**src/rtl/tdt_pkg.sv**
```systemverilog
package tdt_pkg;

    localparam int MAX_RESULTS = 16;
    localparam int CNT_W       = 5;
    localparam logic [31:0] DEFAULT_WINDOW = 32'd3600000;
    localparam logic [63:0] ALL_ONES       = 64'hFFFF_FFFF_FFFF_FFFF;

    localparam logic FUNC_ADD  = 1'b0;
    localparam logic FUNC_TICK = 1'b1;

    typedef enum logic [1:0] {
        ST_ADDED   = 2'd0,
        ST_FULL    = 2'd1,
        ST_FIRED   = 2'd2,
        ST_NOT_DUE = 2'd3
    } t_status;

    typedef enum logic [1:0] {
        K_ADD  = 2'd0,
        K_FULL = 2'd1,
        K_TICK = 2'd2
    } t_kind;

    typedef enum logic [2:0] {
        S_IDLE,
        S_ADD_SCAN,
        S_TICK_SCAN,
        S_TICK_UPD,
        S_FINAL_SCAN,
        S_EMIT
    } t_state;

    typedef struct packed {
        logic        func;
        logic [63:0] now_ms;
        logic [31:0] period_ms;
        logic        recurring;
    } t_in;

    typedef struct packed {
        t_status     status;
        logic [3:0]  slot_id;
        logic        new_earliest;
        logic [63:0] next_wait_ms;
        logic        any_armed;
        logic        last;
    } t_out;

    typedef struct packed {
        logic [63:0] deadline;
        logic [31:0] period;
        logic        repeat_en;
    } t_slot;

endpackage

```
**src/rtl/timer_deadline_table.sv**
```systemverilog
// Timer deadline table.
// Requests arrive on the input channel (i_in_valid, o_in_ready, i_in_data): an add
// request places a timer in the lowest free slot, a tick request fires every due
// timer. Results leave on the output channel (o_out_valid, i_out_ready, o_out_data);
// each request yields one result, or one result per fired timer on a tick, and the
// final result of a request carries last. The rollover window is written on the
// cfg channel, which is always ready; write it only while the block is idle.
// Slot state lives in a RAM with a registered read, scanned slot by slot.
// An add to a table with a free slot makes one scan for the earliest check before
// its result is shown. A tick makes one ordered scan per fired timer, one more that
// finds nothing (left out when sixteen fire) and a final scan for the next deadline
// before its first result. Results then follow one per cycle while the receiver
// takes them. A tick on an empty table makes no scan.
// One request is processed at a time; the next is accepted once the final result
// is in the output register, even if the receiver has not yet taken it.
// When the receiver stalls, the result is held and processing waits.
// Reset clears all slot valid bits, the previous time and the pending notice, and
// restores the default rollover window; no clearing pass is needed.
module timer_deadline_table #(
    parameter int TIMER_SLOTS = 16
) (
    input  logic          i_clk,
    input  logic          i_rst_n,
    input  logic          i_in_valid,
    output logic          o_in_ready,
    input  tdt_pkg::t_in  i_in_data,
    output logic          o_out_valid,
    input  logic          i_out_ready,
    output tdt_pkg::t_out o_out_data,
    input  logic          i_cfg_valid,
    output logic          o_cfg_ready,
    input  logic [31:0]   i_cfg_data
);

    localparam int AW = $clog2(TIMER_SLOTS);
    localparam logic [AW-1:0] LAST_IDX = AW'(TIMER_SLOTS - 1);

    tdt_pkg::t_state r_state, n_state;
    tdt_pkg::t_kind  r_kind;

    logic [TIMER_SLOTS-1:0] r_valid;
    logic [TIMER_SLOTS-1:0] r_fired;
    logic [31:0] r_window;
    logic [63:0] r_prev;
    logic        r_notified;
    logic [63:0] r_now;
    logic        r_roll;

    logic [AW-1:0] r_rd_idx, r_cmp_idx;
    logic          r_rd_act, r_cmp_act;
    logic          scan_start, scan_done;

    logic [AW-1:0] r_slot;
    logic [63:0]   r_new_dl;
    logic          r_blocked;
    logic          r_ne;
    logic          add_hit;

    logic          r_found;
    logic [AW-1:0] r_best_idx;
    logic [63:0]   r_best_dl;
    logic [31:0]   r_best_pr;
    logic          r_best_rp;

    logic          r_min_found;
    logic [63:0]   r_min_dl;

    logic [AW-1:0] r_buf [tdt_pkg::MAX_RESULTS];
    logic [tdt_pkg::CNT_W-1:0] r_cnt;
    logic [tdt_pkg::CNT_W-1:0] r_emit_k;

    logic          in_acc;
    logic          free_any;
    logic [AW-1:0] free_idx;
    logic          out_load;
    logic          emit_last;

    logic           mem_we;
    logic [AW-1:0]  mem_waddr;
    tdt_pkg::t_slot mem_wdata;
    tdt_pkg::t_slot mem_rdata;

    tdt_pkg::t_out r_out;
    logic          r_out_valid;
    tdt_pkg::t_out out_next;

    assign o_cfg_ready = 1'b1;
    assign o_out_valid = r_out_valid;
    assign o_out_data  = r_out;
    assign in_acc      = i_in_valid && o_in_ready;
    assign out_load    = (r_state == tdt_pkg::S_EMIT) && (!r_out_valid || i_out_ready);
    assign scan_done   = r_cmp_act && (r_cmp_idx == LAST_IDX);
    assign add_hit     = r_cmp_act && (r_state == tdt_pkg::S_ADD_SCAN) &&
                         r_valid[r_cmp_idx] && (r_cmp_idx != r_slot) &&
                         ((mem_rdata.deadline < r_new_dl) ||
                          (mem_rdata.deadline == r_new_dl && r_cmp_idx < r_slot));

    always_comb begin
        free_any = 1'b0;
        free_idx = '0;
        for (int i = TIMER_SLOTS - 1; i >= 0; i--) begin
            if (!r_valid[i]) begin
                free_any = 1'b1;
                free_idx = AW'(i);
            end
        end
    end

    always_comb begin
        n_state = r_state;
        unique case (r_state)
            tdt_pkg::S_IDLE: begin
                if (in_acc) begin
                    if (i_in_data.func == tdt_pkg::FUNC_ADD) begin
                        n_state = free_any ? tdt_pkg::S_ADD_SCAN : tdt_pkg::S_EMIT;
                    end else begin
                        n_state = (|r_valid) ? tdt_pkg::S_TICK_SCAN : tdt_pkg::S_EMIT;
                    end
                end
            end
            tdt_pkg::S_ADD_SCAN: begin
                if (scan_done) n_state = tdt_pkg::S_EMIT;
            end
            tdt_pkg::S_TICK_SCAN: begin
                if (scan_done) n_state = tdt_pkg::S_TICK_UPD;
            end
            tdt_pkg::S_TICK_UPD: begin
                if (r_found && (r_cnt != tdt_pkg::CNT_W'(tdt_pkg::MAX_RESULTS - 1))) begin
                    n_state = tdt_pkg::S_TICK_SCAN;
                end else begin
                    n_state = tdt_pkg::S_FINAL_SCAN;
                end
            end
            tdt_pkg::S_FINAL_SCAN: begin
                if (scan_done) n_state = tdt_pkg::S_EMIT;
            end
            tdt_pkg::S_EMIT: begin
                if (out_load && emit_last) n_state = tdt_pkg::S_IDLE;
            end
            default: n_state = tdt_pkg::S_IDLE;
        endcase
    end

    always_comb begin
        o_in_ready = (r_state == tdt_pkg::S_IDLE);
        scan_start = 1'b0;
        mem_we     = 1'b0;
        mem_waddr  = r_best_idx;
        mem_wdata  = '{deadline: r_now + 64'(r_best_pr), period: r_best_pr, repeat_en: 1'b1};
        unique case (r_state)
            tdt_pkg::S_IDLE: begin
                if (in_acc && i_in_data.func == tdt_pkg::FUNC_ADD && free_any) begin
                    scan_start = 1'b1;
                    mem_we     = 1'b1;
                    mem_waddr  = free_idx;
                    mem_wdata  = '{deadline: i_in_data.now_ms + 64'(i_in_data.period_ms),
                                   period: i_in_data.period_ms,
                                   repeat_en: i_in_data.recurring};
                end
                if (in_acc && i_in_data.func == tdt_pkg::FUNC_TICK && (|r_valid)) begin
                    scan_start = 1'b1;
                end
            end
            tdt_pkg::S_TICK_UPD: begin
                scan_start = 1'b1;
                mem_we     = r_found && r_best_rp;
            end
            default: begin
            end
        endcase
    end

    always_ff @(posedge i_clk) begin
        if (!i_rst_n) begin
            r_state  <= tdt_pkg::S_IDLE;
            r_window <= tdt_pkg::DEFAULT_WINDOW;
        end else begin
            r_state <= n_state;
            if (i_cfg_valid) r_window <= i_cfg_data;
        end
    end

    always_ff @(posedge i_clk) begin
        if (!i_rst_n) begin
            r_rd_act  <= 1'b0;
            r_cmp_act <= 1'b0;
        end else begin
            r_cmp_act <= r_rd_act;
            if (scan_start) begin
                r_rd_act <= 1'b1;
            end else if (r_rd_act && r_rd_idx == LAST_IDX) begin
                r_rd_act <= 1'b0;
            end
        end
    end

    always_ff @(posedge i_clk) begin
        r_cmp_idx <= r_rd_idx;
        if (scan_start) begin
            r_rd_idx <= '0;
        end else if (r_rd_act) begin
            r_rd_idx <= r_rd_idx + AW'(1);
        end
    end

    tdt_slot_ram #(
        .DEPTH (TIMER_SLOTS),
        .AW    (AW)
    ) u_ram (
        .i_clk   (i_clk),
        .i_we    (mem_we),
        .i_waddr (mem_waddr),
        .i_wdata (mem_wdata),
        .i_raddr (r_rd_idx),
        .o_rdata (mem_rdata)
    );

    always_ff @(posedge i_clk) begin
        if (!i_rst_n) begin
            r_valid    <= '0;
            r_prev     <= '0;
            r_notified <= 1'b0;
        end else begin
            if (in_acc && i_in_data.func == tdt_pkg::FUNC_ADD && free_any) begin
                r_valid[free_idx] <= 1'b1;
            end
            if (in_acc && i_in_data.func == tdt_pkg::FUNC_TICK) begin
                r_notified <= 1'b0;
                if (|r_valid) r_prev <= i_in_data.now_ms;
            end
            if (r_state == tdt_pkg::S_ADD_SCAN && scan_done && !r_blocked && !add_hit &&
                !r_notified) begin
                r_notified <= 1'b1;
            end
            if (r_state == tdt_pkg::S_TICK_UPD && r_found && !r_best_rp) begin
                r_valid[r_best_idx] <= 1'b0;
            end
        end
    end

    always_ff @(posedge i_clk) begin
        if (in_acc) begin
            r_now       <= i_in_data.now_ms;
            r_slot      <= free_idx;
            r_new_dl    <= i_in_data.now_ms + 64'(i_in_data.period_ms);
            r_blocked   <= 1'b0;
            r_ne        <= 1'b0;
            r_fired     <= '0;
            r_cnt       <= '0;
            r_emit_k    <= '0;
            r_min_found <= 1'b0;
            r_roll      <= (i_in_data.now_ms < r_prev) &&
                           ((r_prev - i_in_data.now_ms) > 64'(r_window));
            if (i_in_data.func == tdt_pkg::FUNC_ADD) begin
                r_kind <= free_any ? tdt_pkg::K_ADD : tdt_pkg::K_FULL;
            end else begin
                r_kind <= tdt_pkg::K_TICK;
            end
        end
        if (scan_start) begin
            r_found <= 1'b0;
        end
        if (r_cmp_act) begin
            unique case (r_state)
                tdt_pkg::S_ADD_SCAN: begin
                    if (add_hit) begin
                        r_blocked <= 1'b1;
                    end
                end
                tdt_pkg::S_TICK_SCAN: begin
                    if (r_valid[r_cmp_idx] && !r_fired[r_cmp_idx] &&
                        (r_roll || mem_rdata.deadline <= r_now) &&
                        (!r_found || mem_rdata.deadline < r_best_dl)) begin
                        r_found    <= 1'b1;
                        r_best_idx <= r_cmp_idx;
                        r_best_dl  <= mem_rdata.deadline;
                        r_best_pr  <= mem_rdata.period;
                        r_best_rp  <= mem_rdata.repeat_en;
                    end
                end
                tdt_pkg::S_FINAL_SCAN: begin
                    if (r_valid[r_cmp_idx] && (!r_min_found || mem_rdata.deadline < r_min_dl)) begin
                        r_min_found <= 1'b1;
                        r_min_dl    <= mem_rdata.deadline;
                    end
                end
                default: begin
                end
            endcase
        end
        if (r_state == tdt_pkg::S_ADD_SCAN && scan_done) begin
            r_ne <= !r_blocked && !add_hit && !r_notified;
        end
        if (r_state == tdt_pkg::S_TICK_UPD && r_found) begin
            r_fired[r_best_idx] <= 1'b1;
            r_buf[r_cnt[3:0]]   <= r_best_idx;
            r_cnt               <= r_cnt + tdt_pkg::CNT_W'(1);
        end
        if (out_load) begin
            r_emit_k <= r_emit_k + tdt_pkg::CNT_W'(1);
        end
    end

    always_comb begin
        emit_last = (r_kind != tdt_pkg::K_TICK) || (r_cnt == '0) ||
                    (r_emit_k == r_cnt - tdt_pkg::CNT_W'(1));
        out_next              = '0;
        out_next.any_armed    = |r_valid;
        out_next.last         = emit_last;
        case (r_kind)
            tdt_pkg::K_ADD: begin
                out_next.status       = tdt_pkg::ST_ADDED;
                out_next.slot_id      = 4'(r_slot);
                out_next.new_earliest = r_ne;
            end
            tdt_pkg::K_FULL: begin
                out_next.status = tdt_pkg::ST_FULL;
            end
            default: begin
                if (!r_min_found) begin
                    out_next.next_wait_ms = tdt_pkg::ALL_ONES;
                end else if (r_now >= r_min_dl) begin
                    out_next.next_wait_ms = '0;
                end else begin
                    out_next.next_wait_ms = r_min_dl - r_now;
                end
                if (r_cnt == '0) begin
                    out_next.status = tdt_pkg::ST_NOT_DUE;
                end else begin
                    out_next.status  = tdt_pkg::ST_FIRED;
                    out_next.slot_id = 4'(r_buf[r_emit_k[3:0]]);
                end
            end
        endcase
    end

    always_ff @(posedge i_clk) begin
        if (!i_rst_n) begin
            r_out_valid <= 1'b0;
        end else if (out_load) begin
            r_out_valid <= 1'b1;
        end else if (i_out_ready) begin
            r_out_valid <= 1'b0;
        end
    end

    always_ff @(posedge i_clk) begin
        if (out_load) r_out <= out_next;
    end

    a_cnt_bound: assert property (@(posedge i_clk) disable iff (!i_rst_n)
        r_state != tdt_pkg::S_IDLE |-> r_cnt <= tdt_pkg::CNT_W'(tdt_pkg::MAX_RESULTS))
        else $error("fired count exceeds result limit");

    a_upd_write: assert property (@(posedge i_clk) disable iff (!i_rst_n)
        mem_we && r_state == tdt_pkg::S_TICK_UPD |-> r_found && r_best_rp)
        else $error("slot rewritten without a fired recurring timer");

    a_add_armed: assert property (@(posedge i_clk) disable iff (!i_rst_n)
        r_out_valid && r_out.status == tdt_pkg::ST_ADDED |-> r_out.any_armed)
        else $error("add result reports an empty table");

endmodule

```
**src/rtl/tdt_slot_ram.sv**
```systemverilog
module tdt_slot_ram #(
    parameter int DEPTH = 16,
    parameter int AW    = 4
) (
    input  logic          i_clk,
    input  logic          i_we,
    input  logic [AW-1:0] i_waddr,
    input  tdt_pkg::t_slot i_wdata,
    input  logic [AW-1:0] i_raddr,
    output tdt_pkg::t_slot o_rdata
);

    tdt_pkg::t_slot r_mem [DEPTH];
    tdt_pkg::t_slot r_rdata;

    always_ff @(posedge i_clk) begin
        if (i_we) begin
            r_mem[i_waddr] <= i_wdata;
        end
    end

    always_ff @(posedge i_clk) begin
        r_rdata <= r_mem[i_raddr];
    end

    assign o_rdata = r_rdata;

endmodule
```
**config.mk**
```make
export PLATFORM = sky130hd
export DESIGN_NAME = timer_deadline_table
export DESIGN_NICKNAME = d
export VERILOG_FILES = /design/src/rtl/tdt_pkg.sv /design/src/rtl/timer_deadline_table.sv /design/src/rtl/tdt_slot_ram.sv
export SDC_FILE = /design/constraint.sdc
export NUM_CORES = 2
export LEC_CHECK = 0
export BUFFER_PORTS_ARGS = -buffer_cell sky130_fd_sc_hd__buf_4
export CAP_MARGIN = 30
export CORE_MARGIN = 2
export CORE_UTILIZATION = 65
export CTS_BUF_LIST = sky130_fd_sc_hd__clkbuf_8
export DETAILED_ROUTE_END_ITERATION = 8
export PLACE_DENSITY = 0.82
export SLEW_MARGIN = 20
export SYNTH_ARGS = -nofsm -noshare
export SYNTH_HDL_FRONTEND = slang
export SYNTH_SLANG_ARGS = --single-unit
```
**constraint.sdc**
```tcl
create_clock -name i_clk -period 12.2 [get_ports i_clk]
set_input_delay 1.83 -clock i_clk [delete_from_list [all_inputs] [get_ports i_clk]]
set_output_delay 1.83 -clock i_clk [all_outputs]
set_load 0.1 [all_outputs]
```
Word-level counts from Yosys, hierarchy flattened:

Memories as Yosys holds them, arrays and structs flattened. A register that Yosys moved wholly into a read port is not among the register bits.
Index checks and enable logic that the tools add are counted.

* add/sub/neg operators: 8
* order comparisons: 13
* eq/ne operators: 17
* muxes and demuxes: 97
* bitwise logic cells: 5
* reductions and logical operators: 62

Operators by type and width (count)
* $lt 64x64->1: 4
* $mux 97: 2
* $add 64x32->64: 2
* $mux 64: 2
* $sub 64x64->64: 2
* $mux 16: 5
* $mux 4: 20
* $eq 64x64->1: 1
* $ge 64x64->1: 1
* $gt 64x32->1: 1
* $le 64x64->1: 1
* $mux 1: 48
* $or 16x16->16: 2
* $logic_and 1x1->1: 31
* $mux 3: 8
* $and 16x16->16: 1
* $not 16->16: 1
* $reduce_or 16->1: 1
* $lt 4x5->1 const B: 3
* $mux 5: 3
* $pmux 3 s5: 1
* $reduce_bool 2->1: 6
* $add 5x1->5 const B: 2
* $bmux 1 s4: 2
* other kinds (28): 52

* flip-flop bits (word level): 530
* memory bits (writable): 1616
* input port bits: 135
* output and inout port bits: 76
* logic and storage cells: 237
* memories kept: 2

Memory list
* u_ram.r_mem: depth 16, bits a word 97, read ports 1, clocked after Yosys merged registers in 1, write ports 1, RTL line tdt_slot_ram.sv:13 `tdt_pkg::t_slot r_mem [DEPTH];`
* r_buf: depth 16, bits a word 4, read ports 1, clocked after Yosys merged registers in 1, write ports 1, RTL line timer_deadline_table.sv:68 `logic [AW-1:0] r_buf [tdt_pkg::MAX_RESULTS];`

Depth between registers and ports, before layout:

* depth in word-level cells: 25
* depth in mapped cells: 25
* depth with buffers taken out: 25

Modules after synthesis:

Synthesis repeated with hierarchy kept, for this count alone.

* cell total of the unflattened synthesis: 7001
* area, all modules: 102281.8 sq um

Modules (own cells, without submodules)
* tdt_slot_ram: times used 1, cells each 2484, area an instance 59867.4 sq um, seq. area each 48546.6 sq um
* timer_deadline_table: times used 1, cells each 4517, area an instance 42414.4 sq um, seq. area each 16455.8 sq um

Least setup slack after synthesis:

No wires, ideal clock.

* kind: register -> register
* start: register r_min_dl[9]
* end: register r_min_dl[0] (enable)
* library setup time: 0.662 ns
* arrival: 8.710 ns
* data required time: 11.538 ns
* setup slack: 2.828 ns
* stages on the path, launching flop included: 15
* path buffers: 0
* period minus slack after synthesis: 9.372 ns
* path through: edfxtp_1 > inv_1 > ha_1 > a21o_1 > a21o_1 > a21o_1 > a21oi_1 > nor2b_1 > o21ai_0 > nand2b_1 > a21oi_1 > a211oi_1 > o311ai_0 > a41oi_1 > o41ai_1

* word-level cells in the longest chain between the ends: 4

RTL lines
* start, declared: RTL line timer_deadline_table.sv:66 `logic [63:0] r_min_dl;`
* start signal, assigned: RTL line timer_deadline_table.sv:284 `r_min_dl <= mem_rdata.deadline;`
* $lt 64x64->1: RTL line timer_deadline_table.sv:282 `if (r_valid[r_cmp_idx] && (!r_min_found || mem_rdata.deadline < r_min_dl)) begin`
* $logic_or 1x1->1: RTL line timer_deadline_table.sv:282
* $logic_and 1x1->1: RTL line timer_deadline_table.sv:282
* $reduce_and 3->1 (no line)

No other way between the ends.
A chain may end at the register's enable or synchronous reset.

Final worst setup path:

* start: input i_in_data[39] (netlist bit)
* end: register r_roll, data pin

* word-level cells in the longest chain between the ends: 3
* elaborated cells between the ends (all ways): 4
* those cells by class: add/sub (1); order compare (2); reduce/logical (1)

RTL lines
* start, declared: RTL line timer_deadline_table.sv:26 `input tdt_pkg::t_in i_in_data,`
* $sub 64x64->64: RTL line timer_deadline_table.sv:253 `((r_prev - i_in_data.now_ms) > 64'(r_window));`
* $gt 64x32->1: RTL line timer_deadline_table.sv:253
* $logic_and 1x1->1 *: RTL line timer_deadline_table.sv:252 `r_roll <= (i_in_data.now_ms < r_prev) &&`
* end signal, assigned: RTL line timer_deadline_table.sv:252
* end, declared: RTL line timer_deadline_table.sv:47 `logic r_roll;`

Mark *: on every way between the ends. The rest lies on a longest branch, timed or not.

==> impl_metrics.yaml <==
timing:
  drv_slew: 0
  min_period_ns: 6.172
  tightest_slew_ns: 1.166
  setup_viol: 0
  fin_crit_sh: 0.5059
  rsz0062_at_grt: "false"
  finClkSkew_ns: 0.07926
  setup_ws_ns: 6.028
  hold_ws_ns: 0.4019
  slew_headroom: 0.2230
  fmax_mhz: 162.0
  setup_tns_ns: 0
  finalHoldViolations: 0
worst_setup_path:
  cp-end-kind: "flop"
  worst_setup_path_start_kind: "input port"
  cp.required_ns: 13.02
  crit_type: "in2reg"
  r2r_end: "u_ram.r_mem[6][75]"
  cp.depth: 24
  cp_common_cell: "a21oi_1"
  critPathBufInv: 2
  cp_slowest_cell: "ha_1"
  r2r_cells: 15
  cp-endpoint: "r_roll"
  path_delay_family: "simple AND/OR/NAND/NOR gates"
  cp.arrival_ns: 6.99
  reg2reg_from: "r_now[0]"
  path_cells: "buf_4, inv_1, ha_1, or2_2, and4b_1, o211ai_1, o21ai_1, a21oi_1, nor2_1, or2_2, a21oi_1, xnor2_1, ha_1, a21o_1, a21o_1, a21oi_1, o21ai_0, a22oi_1, nand3b_1, nor4_1, nor4b_1, and3_1, nand4_1, o31a_1"
  path_max_fanout: 5
  startpoint: "i_in_data[39]"
  critPathMaxStageDelay_ns: 0.37
  r2r_slack_ns: 6.06
cts:
  cts-htree-levels: 5
  cts_tree: "done"
  cts_made_buffers: 361
  postCtsResizedCells: 0
  ctsHoldBuffers: 0
  clk_pin_slew_ns: 0.06
  postCtsSetupRepairBufs: 0
  cts.sinks: 2247
  cts_max_path_buffers: 4
  worst_skew_pair.late_latency_ns: 1.09
  cts-root-buf: "clkbuf_8"
global_route:
  grt_pass1_vias: 62920
  antenna_found_initial: 32
  grt_max_degree: 150
  grt_usage: 0.3749
  grt_pass1_wl_um: 426000
  overflow: 0
final_layout:
  nets: 7715
  post-route-util: 0.7293
  drive_gt1_frac: 0.1965
  stdcell_count: 9445
  area_delta_synth_final_pct: 11.71
placement:
  routabilityCongestion: 1.046
  io_buffers: 209
  place_hpwl_um: 195200
  dp_cells: 8770
  preCtsSetupSlack_ns: 5.004
power:
  power.density_nw_per_um2: 187.8
  switching_share: 0.3086
  pwr-share-seq: 0.452
  leakagePower_nw: 41.37
  p_comb_frac: 0.241
  ir_drop_mv: 0.1599
  switchingPower_mw: 6.578
  p_int_mw: 14.74
  pwr-share-clk: 0.307
drt:
  dr.pass1.iters: 9
  num_vias: 64860
  routedWlPerCell_um: 32.76
  dr.first_iter.drc_count: 9757
  drc: 2
  drt_wl_total_um: 309500
  antenna_left: 0
  via_per_inst: 6.867
synth:
  ys_ff_latch: 2247
  synth.largest_area_cell: "edfxtp_1"
  syn_inst: 6632
  yosysTopAreaCellShare: 0.5910
  synthesis.nets: 7260
  synth_ff_type: "edfxtp_1"
  ys_seq_area_frac: 0.6396
  yosysWarnings: 0
  synth_area_leaders: "edfxtp_1 59%, mux4_2 11%, ha_1 6.0%"
  async_flop_share: 0
  synth-edff-count: 2000
  synth_area_um2: 101600
  syn_avg_cell_area_um2: 15.32
  synth_cell_types: 89
floorplanning:
  start_util: 0.6529
  core_area_um2: 155700
  fp.dieH_um: 399.4
  die_x_um: 399.4
  rows: 145
  num_io_pins: 211
  dieArea_um2: 159500
flow_run:
  drv_cap: 0
run_status:
  violations: "DRC"
  status: "complete, but fails checks"
hold_path:
  hp-class: "reg2reg"
==> flip-flops by register name (all words and copies together), names as in the netlist, 16 cells and up, named ones only <==
| name | count |
|---|---|
| r_valid | 16 |
| r_min_dl | 64 |
| r_best_pr | 32 |
| u_ram.o_rdata | 97 |
| u_ram.r_mem | 1552 |
| r_now | 64 |
| r_fired | 16 |
| r_prev | 64 |
| r_new_dl | 64 |
| r_best_dl | 64 |
| r_window | 32 |
| r_buf | 64 |
| o_out_data | 73 |
==> cell usage after synthesis, types with 8 or more instances <==
cell and number:
a211oi_1 15, a21boi_0 123, a21o_1 239, a21oi_1 283, a22o_1 11, a31oi_1 25, and2_1 35, and3_1 33
and4_1 10, buf_1 27, clkbuf_1 199, dfxtp_1 247, edfxtp_1 2000, ha_1 489, inv_1 422, mux2_2 28
mux2i_1 29, mux4_2 515, nand2_1 500, nand2b_1 56, nand3_1 72, nand3b_1 8, nand4_1 128, nor2_1 235
nor2b_1 75, nor3_1 68, nor4_1 24, o211ai_1 22, o21a_1 39, o21ai_0 202, o21bai_1 33, o221a_2 8
o22ai_1 10, o31ai_1 12, o41ai_1 9, or2_2 20, or3_1 19, xnor2_1 164, xor2_1 66
==> power groups by stage <==
stage	Clock (mW)	Sequential [mW]	Combinational [mW]
finish	6.55	9.64	5.13
global route	6.86	9.65	5.45
CTS	6.51	9.60	4.95
detailed placement	0	9.76	4.89
global placement	0	9.74	4.67
floorplan	0	9.52	3.45
==> cells by family after synthesis <==
group                    share of synthesized area
flip-flops                                  0.6396
other                                   0.00003690
XOR/XNOR                                   0.01982
multiplexers                                0.1201
AO/OA/AOI/OAI                              0.07341
buffers and inverters                      0.02436
adder cells (fa/ha/maj)                    0.06099
AND/OR/NAND/NOR                            0.06167
==> worst min-delay path by stage <==
stage,startpoint,endpoint,cells after the start
2_1_floorplan,r_rd_idx[2],r_cmp_idx[2],0
3_3_place_gp,u_ram.o_rdata[21],r_best_pr[20],0
3_5_place_dp,u_ram.o_rdata[10],r_best_pr[9],0
4_1_cts,u_ram.o_rdata[10],r_best_pr[9],0
5_1_grt,u_ram.o_rdata[3],r_best_pr[2],0
6_report,u_ram.o_rdata[10],r_best_pr[9],0
==> cells in the final DEF (no fill, tap or decap), types with 12 or more instances in the layout <==
cell | netlist | layout
a211oi_1 | 15 | 15
buf_4 | 1 | 293
mux2_2 | 28 | 28
xor2_1 | 66 | 66
mux2i_1 | 29 | 29
o211ai_1 | 22 | 22
dfxtp_1 | 247 | 243
nor2_1 | 235 | 218
nand3_1 | 72 | 71
a31oi_1 | 25 | 25
nor4_1 | 24 | 24
mux4_2 | 515 | 515
or3_1 | 19 | 18
a21boi_0 | 123 | 123
o21a_1 | 39 | 39
o21bai_1 | 33 | 33
nand2b_1 | 56 | 56
buf_16 | 0 | 12
or2_2 | 20 | 20
nor3_1 | 68 | 67
and2_1 | 35 | 35
a21o_1 | 239 | 239
clkinv_1 | 0 | 44
diode_2 | 0 | 18
nor2_4 | 0 | 17
edfxtp_1 | 2000 | 2000
buf_12 | 0 | 12
o21ai_0 | 202 | 199
and3_1 | 33 | 33
xnor2_1 | 164 | 164
nor2b_1 | 75 | 75
ha_1 | 489 | 489
clkbuf_8 | 0 | 405
inv_1 | 422 | 538
nand4_1 | 128 | 128
bufinv_16 | 0 | 18
clkinv_2 | 0 | 46
nand2_1 | 500 | 500
a21oi_1 | 283 | 274
==> worst reg2reg max path, stage by stage (launching register included) <==
cell and delay [ns]:
edfxtp_1 0.50, ha_1 0.23, inv_1 0.06, fa_1 0.39
nor2b_1 0.12, o21ai_0 0.11, a21boi_0 0.41, o21ai_0 0.40
a21oi_1 0.48, o21ai_0 0.31, a21oi_1 0.39, o21ai_0 0.41
a21oi_1 0.96, nand4_1 0.23, xnor2_1 0.31, mux2_2 0.53
==> metrics by stage <==
stage	power (mW)	cell area (um^2)
2_1_floorplan	12.97	101600
3_3_place_gp	14.41	105800
3_5_place_dp	14.65	106100
4_1_cts	21.06	113200
5_1_grt	21.96	113500
6_report	21.32	113500
==> layout make-up <==
type	instances	area, um^2
diodes	18	45.04
clock buffers	405	5574
multi-input cells	3730	34390
fillers	9105	42130
well taps	2058	2575
repair buffers	325	2844
flip-flops and latches	2247	65020
clock inverters	240	1495
inverters	422	1590
==> layer usage <==
| layer | GRT usage | vias up | part of all wire |
|---|---|---|---|
| met5 | 0 | - | 0.00062 |
| met4 | 0.1625 | 24 | 0.047 |
| met3 | 0.09871 | 838 | 0.13 |
| met2 | 0.5705 | 5127 | 0.46 |
| met1 | 0.5166 | 32170 | 0.36 |
| li1 | - | 26700 | - |
Power figures use the tool's default switching activity.
